<file path="src/rtl/aqa_pkg.sv">
// ----------------------------------------------------------------------------
// aqa_pkg
// Shared types and constants of the shadow atlas block allocator.
// ----------------------------------------------------------------------------
package aqa_pkg;

   localparam int ID_W   = 64;
   localparam int HASH_W = 64;
   localparam int SIZE_W = 4;
   localparam int CRD_W  = 14;   // texel coordinate, covers the largest atlas
   localparam int LVL_W  = 4;    // quadtree level, covers the deepest tree

   typedef logic [1:0] status_type;
   localparam status_type STATUS_OK         = 2'd0;
   localparam status_type STATUS_NO_BLOCK   = 2'd1;
   localparam status_type STATUS_TABLE_FULL = 2'd2;

   localparam logic [0:0] REG_STATIC_CACHE = 1'b0;

   // classified request as it travels from the front to the back
   typedef struct packed {
      logic [ID_W-1:0]   id;
      logic [HASH_W-1:0] hash;
      logic [SIZE_W-1:0] lg;
      logic [LVL_W-1:0]  lvl;
   } req_type;

   typedef struct packed {
      logic [ID_W-1:0]   id;
      logic [HASH_W-1:0] hash;
      logic [CRD_W-1:0]  x;
      logic [CRD_W-1:0]  y;
      logic [LVL_W-1:0]  lvl;
   } entry_type;

   typedef struct packed {
      logic done;
      logic found;
      logic free_ok;
   } look_rsp_type;

   typedef struct packed {
      logic             do_free;
      logic [LVL_W-1:0] free_lvl;
      logic [CRD_W-1:0] free_x;
      logic [CRD_W-1:0] free_y;
      logic [LVL_W-1:0] alloc_lvl;
   } alloc_cmd_type;

   typedef struct packed {
      logic             ready;
      logic             done;
      logic             ok;
      logic [CRD_W-1:0] x;
      logic [CRD_W-1:0] y;
   } alloc_rsp_type;

   typedef enum logic [1:0] {
      L_IDLE,
      L_SCAN,
      L_DRAIN
   } look_state_type;

   typedef enum logic [4:0] {
      A_INIT,
      A_IDLE,
      A_FREE_CHK,
      A_PUSH,
      A_SCAN_RD,
      A_SCAN_USE,
      A_SCAN_END,
      A_DEL_RD,
      A_DEL_WR,
      A_MERGE,
      A_INS_RD,
      A_INS_WR,
      A_INS_PUT,
      A_ALLOC_CHK,
      A_SPLIT_RD,
      A_SPLIT_USE,
      A_SPLIT_PUSH,
      A_POP_RD,
      A_POP_USE,
      A_DONE
   } alloc_state_type;

   typedef enum logic [2:0] {
      B_IDLE,
      B_LOOK,
      B_WAIT,
      B_DECIDE,
      B_AWAIT,
      B_OUT
   } back_state_type;

endpackage

</file>
<file path="src/rtl/aqa_front.sv">
// ----------------------------------------------------------------------------
// aqa_front
// Accepts request items, clamps the size to the tree and queues them.
// ----------------------------------------------------------------------------
module aqa_front #(
   parameter int MAX_BLOCK_LOG2 = 11,
   parameter int MIN_BLOCK_LOG2 = 7
) (
   input  logic                        clock,
   input  logic                        reset,
   input  logic                        req_valid,
   output logic                        req_stall,
   input  logic [aqa_pkg::ID_W-1:0]    req_light_id,
   input  logic [aqa_pkg::HASH_W-1:0]  req_movement_hash,
   input  logic [aqa_pkg::SIZE_W-1:0]  req_size_log2,
   output logic                        q_valid,
   input  logic                        q_pop,
   output aqa_pkg::req_type            q_item
);
   import aqa_pkg::*;

   localparam logic [SIZE_W-1:0] LG_MIN = SIZE_W'(MIN_BLOCK_LOG2);
   localparam logic [SIZE_W-1:0] LG_MAX = SIZE_W'(MAX_BLOCK_LOG2);

   req_type     ent_ff [2];
   req_type     item_in;
   logic        wp_ff, wp_in, rp_ff, rp_in;
   logic [1:0]  cnt_ff, cnt_in;
   logic        push, pop;
   logic [SIZE_W-1:0] lg;

   always_comb begin
      if (req_size_log2 < LG_MIN) begin
         lg = LG_MIN;
      end else if (req_size_log2 > LG_MAX) begin
         lg = LG_MAX;
      end else begin
         lg = req_size_log2;
      end
      item_in.id   = req_light_id;
      item_in.hash = req_movement_hash;
      item_in.lg   = lg;
      item_in.lvl  = LVL_W'(LG_MAX - lg);
   end

   assign req_stall = (cnt_ff == 2'd2);
   assign push      = req_valid && !req_stall;
   assign q_valid   = (cnt_ff != 2'd0);
   assign pop       = q_pop && q_valid;
   assign q_item    = ent_ff[rp_ff];

   always_comb begin
      wp_in  = push ? ~wp_ff : wp_ff;
      rp_in  = pop ? ~rp_ff : rp_ff;
      cnt_in = cnt_ff + 2'(push) - 2'(pop);
   end

   always_ff @(posedge clock) begin
      if (reset) begin
         wp_ff  <= 1'b0;
         rp_ff  <= 1'b0;
         cnt_ff <= 2'd0;
      end else begin
         wp_ff  <= wp_in;
         rp_ff  <= rp_in;
         cnt_ff <= cnt_in;
      end
   end

   always_ff @(posedge clock) begin
      if (push) begin
         ent_ff[wp_ff] <= item_in;
      end
   end

endmodule

</file>
<file path="config.mk">
export PLATFORM = sky130hd
export DESIGN_NAME = aqa_front
export DESIGN_NICKNAME = d
export VERILOG_FILES = /design/src/rtl/aqa_pkg.sv /design/src/rtl/aqa_front.sv
export SDC_FILE = /design/constraint.sdc
export NUM_CORES = 1
export LEC_CHECK = 0
export BUFFER_PORTS_ARGS = -buffer_cell sky130_fd_sc_hd__buf_2
export CAP_MARGIN = 10
export CORE_ASPECT_RATIO = 1.4
export CORE_MARGIN = 2
export CORE_UTILIZATION = 45
export CTS_BUF_LIST = sky130_fd_sc_hd__clkbuf_8
export DETAILED_ROUTE_END_ITERATION = 7
export PLACE_DENSITY = 0.7
export SETUP_SLACK_MARGIN = 0.4
export SYNTH_ARGS = -nofsm -noshare
export SYNTH_HDL_FRONTEND = slang
export SYNTH_SLANG_ARGS = --single-unit
</file>
<file path="constraint.sdc">
create_clock -name clock -period 7.05 [get_ports clock]
set_input_delay 1.7625 -clock clock [delete_from_list [all_inputs] [get_ports clock]]
set_output_delay 1.7625 -clock clock [all_outputs]
set_load 0.02 [all_outputs]
</file>
Word-level counts from Yosys, hierarchy flattened
Memory sizes are Yosys's and may differ from the RTL's. A register that Yosys moved wholly into a read port is not among the register bits. Cells that the tools add are included.

Logic and storage cells: 22. Memories kept: 1. Bits in registers: 4. Bits in writable memories: 272.

Add/sub/neg operators: 3. Bitwise gates (word level): 2. Mux-type cells: 6. Reductions and logical operators: 4. Eq/ne operators: 1. Magnitude comparators: 2.

Memory list: ent_ff (words 2, width 136, rd ports 1, clocked after Yosys merged registers in 1, write ports 1, RTL line aqa_front.sv:25) `req_type ent_ff [2];`.

Operators by type and width (count): 4-bit two-way mux (2); 4-bit greater-than comparator (second input constant) (1); 4-bit by 3-bit less-than comparator with 1-bit output (second input constant) (1); 1-bit two-way mux (4); 4-bit subtractor (first input constant) (1); 2-bit by 1-bit adder with 2-bit output (1); 2-bit == test (second input constant) (1); 1-bit logical AND (2); 1-bit NOT (2); 2-bit nonzero test (1); 2-bit by 1-bit subtractor with 2-bit output (1); 1-bit logical NOT (1).

Logic depth before layout (Yosys ltp)
Gate-level depths: netlist of run 1.

Word-level depth: 5. Mapped depth: 8. Depth with buffers taken out: 8.

Worst setup path after synthesis of run 1
OpenSTA, ideal clock, no wires.

Path type: input port to flip-flop. Start point: input port req_valid. End point: memory ent_ff[1][0] (netlist bit), enable pin. Setup slack: 1622 ps. Required time: 6539 ps. Arrival time: 4917 ps. Stages on the path: 1. Path through: and3_1.

Longest elaborated chain between the ends: 3.

Ends and longest elaborated chain: start, declared (RTL line aqa_front.sv:11) `input logic req_valid,`; 1-bit logical AND (RTL line aqa_front.sv:47) `assign push = req_valid && !req_stall;`; 1-bit two-way mux (RTL line aqa_front.sv:71) `if (push) begin`; 1-bit two-way mux (implied by the code) (RTL line aqa_front.sv:72) `ent_ff[wp_ff] <= item_in;`; end, declared (RTL line aqa_front.sv:25).

No other way between the ends.

==> results of run 1 <==
cell type report:
cell class | instances | area [µm²] | area share [%]
clock inverter | 31 | 183.9 | 1.453
inverter | 7 | 31.28 | 0.2471
sequential | 275 | 8212 | 64.86
tap | 301 | 376.6 | 2.975
timing repair buffer | 276 | 1401 | 11.07
clock buffer | 43 | 591.8 | 4.674
antenna | 4 | 10.01 | 0.07906
multi-input combinational | 158 | 1854 | 14.65
where the power goes:
part           internal (mW)  total, mW  switching (mW)
Combinational          0.586       1.38           0.798
Sequential              2.09       2.20           0.109
Clock                  0.640       1.21           0.575
Total                   3.31       4.79            1.48
Yosys cell counts:
master	n
edfxtp_1	270
o21a_1	1
nand2b_1	1
or3_1	1
nor2_1	5
xnor2_1	1
nor2b_1	1
mux2_2	85
clkbuf_1	1
ha_1	2
o21ai_0	1
a21oi_1	1
nand2_1	1
nand2b_2	1
buf_4	1
xor2_1	1
conb_1	1
inv_1	7
and3_1	1
and2_1	1
or2_2	1
dfxtp_1	5
nor3_1	1
buf_2	8
buf_6	7
mux2_4	50
worst max-delay path: stages, from the launching register on:
cell and delay, ns:
dfxtp_4 0.90, buf_12 0.42, mux2_2 0.42, buf_2 0.16
layer usage:
layer  up-vias  track usage (%)  routed length, µm
li1       2411                -                  -
met3        54            5.972               1648
met5         -                0                 16
met1      2518            16.38               6909
met2       228            27.54               9970
met4         2            7.043                618
sequential cells by signal, summed over array words and instances (netlist names), named ones only:
name,count
ent_ff,270
rp_ff,1
cnt_ff,2
wp_ff,1
metrics by stage:
stage,hold slack [ns],instances
after floorplan,0.4518,457
after global placement,0.4772,1017
after detailed placement,0.4972,1017
after CTS,0.5059,1091
after global routing,0.5360,1093
final,0.5040,1095
cell families after synthesis:
| group | after synthesis | synth area share, % |
|---|---|---|
| muxes | 135 | 16.73 |
| AOI/OAI and AO/OA | 3 | 0.1715 |
| buffers and inverters | 24 | 1.532 |
| DFF | 275 | 80.39 |
| adders and majority gates | 2 | 0.2451 |
| other | 1 | 0.03673 |
| and+or+nand+nor | 14 | 0.7232 |
| xor gates and xnor gates | 2 | 0.1716 |
worst paths after layout:
path,from,to,slack [ns]
min reg2reg,wp_ff,wp_ff,0.50
min,wp_ff,wp_ff,0.50
max reg2reg,cnt_ff[0],ent_ff[0][135],4.38
max,flip-flop,q_item[30],2.68
==> flow_summary.toml, run 1 <==
[worst_setup_path]
arrival_ns = 2.61
critPathRequiredTime_ns = 5.29
crit_path_end_kind = "output pin"
worstPathMaxFanout = 80
rr_worst_depth = 5
cp-start-kind = "flip-flop"
critPathKind = "reg -> out"

[route]
vias = 5213
drc = 0
drt-total-wl_mm = 19.16
drt_first_pass_iters = 6
routedWlPerCell_um = 17.50
route.antenna.remaining_nets = 0
drt-initial-drc-count = 266
vias_per_cell = 4.761

[logic_synthesis]
yosys-top-cells-area = "edfxtp_1, mux2_2, mux2_4"
yosysSeqAreaShare_pct = 80.39
syn_avg_cell_area_um2 = 22.39
synth_top_area_share_pct = 79.41
syn_inst = 456
ys_seq_elements = 275
netlist_area_mm2 = 0.01021
ys_warn_count = 0
yosysUniqueCellTypes = 26
yosysTopAreaCell = "edfxtp_1"

[clocking]
insertion_delay_ns = 0.53
cts_buffer_depth = 3
post_cts_buffers = 0
clock_sinks = 275
cts.hold.buffers_added = 0
cts-htree-levels = 2
cts_made_buffers = 42
root_buffer = "clkbuf_8"
cts_tree = "built"
post_cts_resized = 0
clkTransAtPathRegs_ns = 0.06

[timing]
worstMarginPinSlew_ns = 0.9676
fin_skew_ns = 0.01379
setup_violations = 0
fmax_ghz = 0.2289
post-route-min-period_ns = 4.369
finalMaxSlewViolations = 0
finalSetupTns_ns = 0
timing.final.ws_setup_ns = 2.681
hold_viol = 0
period_share_pct = 61.97
slew_headroom_pct = 35.49
rsz0062_at_grt = "false"

[floorplan]
num_io_pins = 274
dieArea_mm2 = 0.02393
start_util_pct = 45.48
core-area_mm2 = 0.02245
die_h_um = 182.2
num_rows = 65
die_w_um = 131.3

[worst_hold_path]
hold_depth = 2
worstHoldPathType = "reg -> reg"

[placed_design]
place.port_buffers = 273
hpwl_mm = 12.42
gp_congestion = 0.7535
place_area_mm2 = 0.01188
pre_cts_slack_ns = 2.957

[final_layout]
final_area_mm2 = 0.01266
final_util_pct = 56.40
nFillCells = 1786
final_cell_mix = "buf_2, edfxtp_1, mux2_2, mux2_4, clkbuf_8"
final_nets = 898
final_common_cell = "buf_2"
area_delta_synth_final_pct = 24.01
drive_gt1_share_pct = 58.99

[global_route]
grt_pass1_wl_mm = 29.03
grt_antenna_before_repair = 5
overflow = 0
grt_pass1_vias = 5668
track_usage_pct = 15.53
grt_max_degree = 92

[outcome]
outcome = "completed"

[job]
drv_cap = 0

[pwr]
p_total_mw = 4.794
ir_worst_vdd_uv = 393.3
p_leak_nw = 4.872
power_density_mw_per_mm2 = 378.6
Note: power is estimated with default switching activity, not from simulation.
==> run 2, diff against run 1 <==
==> constraint.sdc (replaced) <==
create_clock -name clock -period 4.45 [get_ports clock]
set_input_delay 1.1125 -clock clock [delete_from_list [all_inputs] [get_ports clock]]
set_output_delay 1.1125 -clock clock [all_outputs]
set_load 0.02 [all_outputs]
==> run 2 against run 1 <==
Combinational power up 66%. Register-to-register slack worse by 2.1 ns. Clock skew down 0.0024 ns. Sequential cell count unchanged. Via count down 0.61%. Routed wire length down 0.73%. First-iteration DRC count down 6.4%. Largest power group unchanged. Highest routed layer unchanged.
==> flow_summary.toml, run 2 (same netlist as run 1, synthesis figures left out) <==
[route]
met2_wirelength_mm = 10.03
drc = 0
wl_met3_mm = 1.492
wl_met1_mm = 6.928
drt-total-wl_mm = 19.02
top_layer = "met5"
drt_first_pass_iters = 4
vias_per_cell = 4.771
drt-initial-drc-count = 249
route.antenna.remaining_nets = 0
routedWlPerCell_um = 17.52
vias = 5181

[worst_setup_path]
worstPathMaxFanout = 135
cp-start-kind = "flip-flop"
crit_path_end = "q_item[71]"
crit_path_end_kind = "output pin"
crit_path_cell_trace = "buf_12 -> mux2_2 -> buf_2"
arrival_ns = 2.17
path_depth = 3
reg2reg_from = "cnt_ff[0]"
r2r-end = "ent_ff[0][93]"
cp_slowest_cell = "buf_12"
cp_top_family = "buffers and inverters"
critPathRequiredTime_ns = 3.34
critPathKind = "reg -> out"
rr_worst_depth = 5
crit_buf_inv = 2
regToRegSetupSlack_ns = 2.24
worst_path_largest_cell_delay_ns = 0.59

[floorplan]
start_util_pct = 45.48
num_rows = 65
die_w_um = 131.3
die_h_um = 182.2
dieArea_mm2 = 0.02393
core-area_mm2 = 0.02245
num_io_pins = 274

[timing]
fmax_ghz = 0.3049
finalMaxSlewViolations = 0
hold_viol = 0
whs_ns = 0.5038
fin_skew_ns = 0.01141
post-route-min-period_ns = 3.280
finalSetupTns_ns = 0
worstMarginPinSlew_ns = 0.9420
slew_headroom_pct = 37.20
period_share_pct = 73.70
setup_violations = 0
rsz0062_at_grt = "false"

[clocking]
clkTransAtPathRegs_ns = 0.06
root_buffer = "clkbuf_8"
post_cts_resized = 0
cts.hold.buffers_added = 0
insertion_delay_ns = 0.51
clock_sinks = 275
cts-htree-levels = 2
post_cts_buffers = 0
cts_buffer_depth = 3
cts_made_buffers = 40
cts_tree = "built"

[final_layout]
nFillCells = 1811
final_util_pct = 56.13
final_area_mm2 = 0.01260
reg_top3 = "ent_ff (270), cnt_ff (2)"
area_delta_synth_final_pct = 23.41
drive_gt1_share_pct = 59.59
largest_reg_flops = 270
multiInputGateArea_mm2 = 0.001854
seqCellArea_mm2 = 0.008212
final_nets = 898
final_cell_mix = "buf_2, edfxtp_1, mux2_2, mux2_4, clkbuf_8"
final_common_cell = "buf_2"
top_register = "ent_ff"

[pwr]
power_density_mw_per_mm2 = 590.9
p_clk_share_pct = 23.6
switchingPower_mw = 2.301
p_comb_share_pct = 30.8
seq_power_share_pct = 45.6
ir_worst_vdd_uv = 591.0
p_int_mw = 5.143
switching_share_pct = 30.91
p_leak_nw = 4.824

[global_route]
grt_pass1_wl_mm = 28.68
grt_max_degree = 136
overflow = 0
track_usage_pct = 15.26
grt_antenna_before_repair = 4
grt_pass1_vias = 5698

[worst_hold_path]
worstHoldPathType = "reg -> reg"

[placed_design]
place_area_mm2 = 0.01190
place.port_buffers = 273
hpwl_mm = 12.48
gp_congestion = 0.7490

[job]
drv_cap = 0

[outcome]
outcome = "completed"
run 2: per-stage QoR:
| stage | total power [mW] | worst slack (ns) | cells |
|---|---|---|---|
| after floorplan | 5.109 | 0.7601 | 457 |
| after global placement | 5.707 | 1.577 | 1019 |
| after detailed placement | 5.779 | 1.537 | 1019 |
| after CTS | 7.561 | 1.144 | 1083 |
| after global routing | 7.800 | 1.068 | 1085 |
| final | 7.445 | 1.170 | 1086 |
run 2: worst reg2reg max path, stage by stage (launching register included):
cell,delay [ns]
dfxtp_1,0.38
nand2b_2,0.16
inv_1,0.06
or3_1,0.37
clkinvlp_4,0.10
buf_4,0.68
run 2: metal layers:
layer	vias up	track usage, %
met4	2	6.565
met2	216	27.58
li1	2398	-
met1	2523	15.96
met5	-	0
met3	42	5.583
run 2: final cells by class:
cell class | instances | area share [%]
well taps | 301 | 2.989
diodes | 3 | 0.05958
inverters | 7 | 0.2383
clock inverters | 20 | 0.6753
clock buffers | 44 | 4.806
flip-flops and latches | 275 | 65.17
multi-input cells | 158 | 14.72
repair buffers | 278 | 11.34
run 2: power by group through the flow:
stage                     logic (mW)  registers (mW)  clock network (mW)
final                           2.29            3.39                1.76
after global routing            2.45            3.43                1.93
after CTS                       2.34            3.40                1.83
after detailed placement        2.33            3.45                   0
after global placement          2.28            3.42                   0
after floorplan                 1.67            3.44                   0
run 2: how the worst min path moves through the flow:
stage,start,to,slack [ns],cells after the start
after global routing,wp_ff,wp_ff,0.55,2
after global placement,wp_ff,wp_ff,0.48,2
after detailed placement,wp_ff,wp_ff,0.50,2
after floorplan,wp_ff,wp_ff,0.45,2
after CTS,wp_ff,wp_ff,0.51,2
final,wp_ff,wp_ff,0.50,2
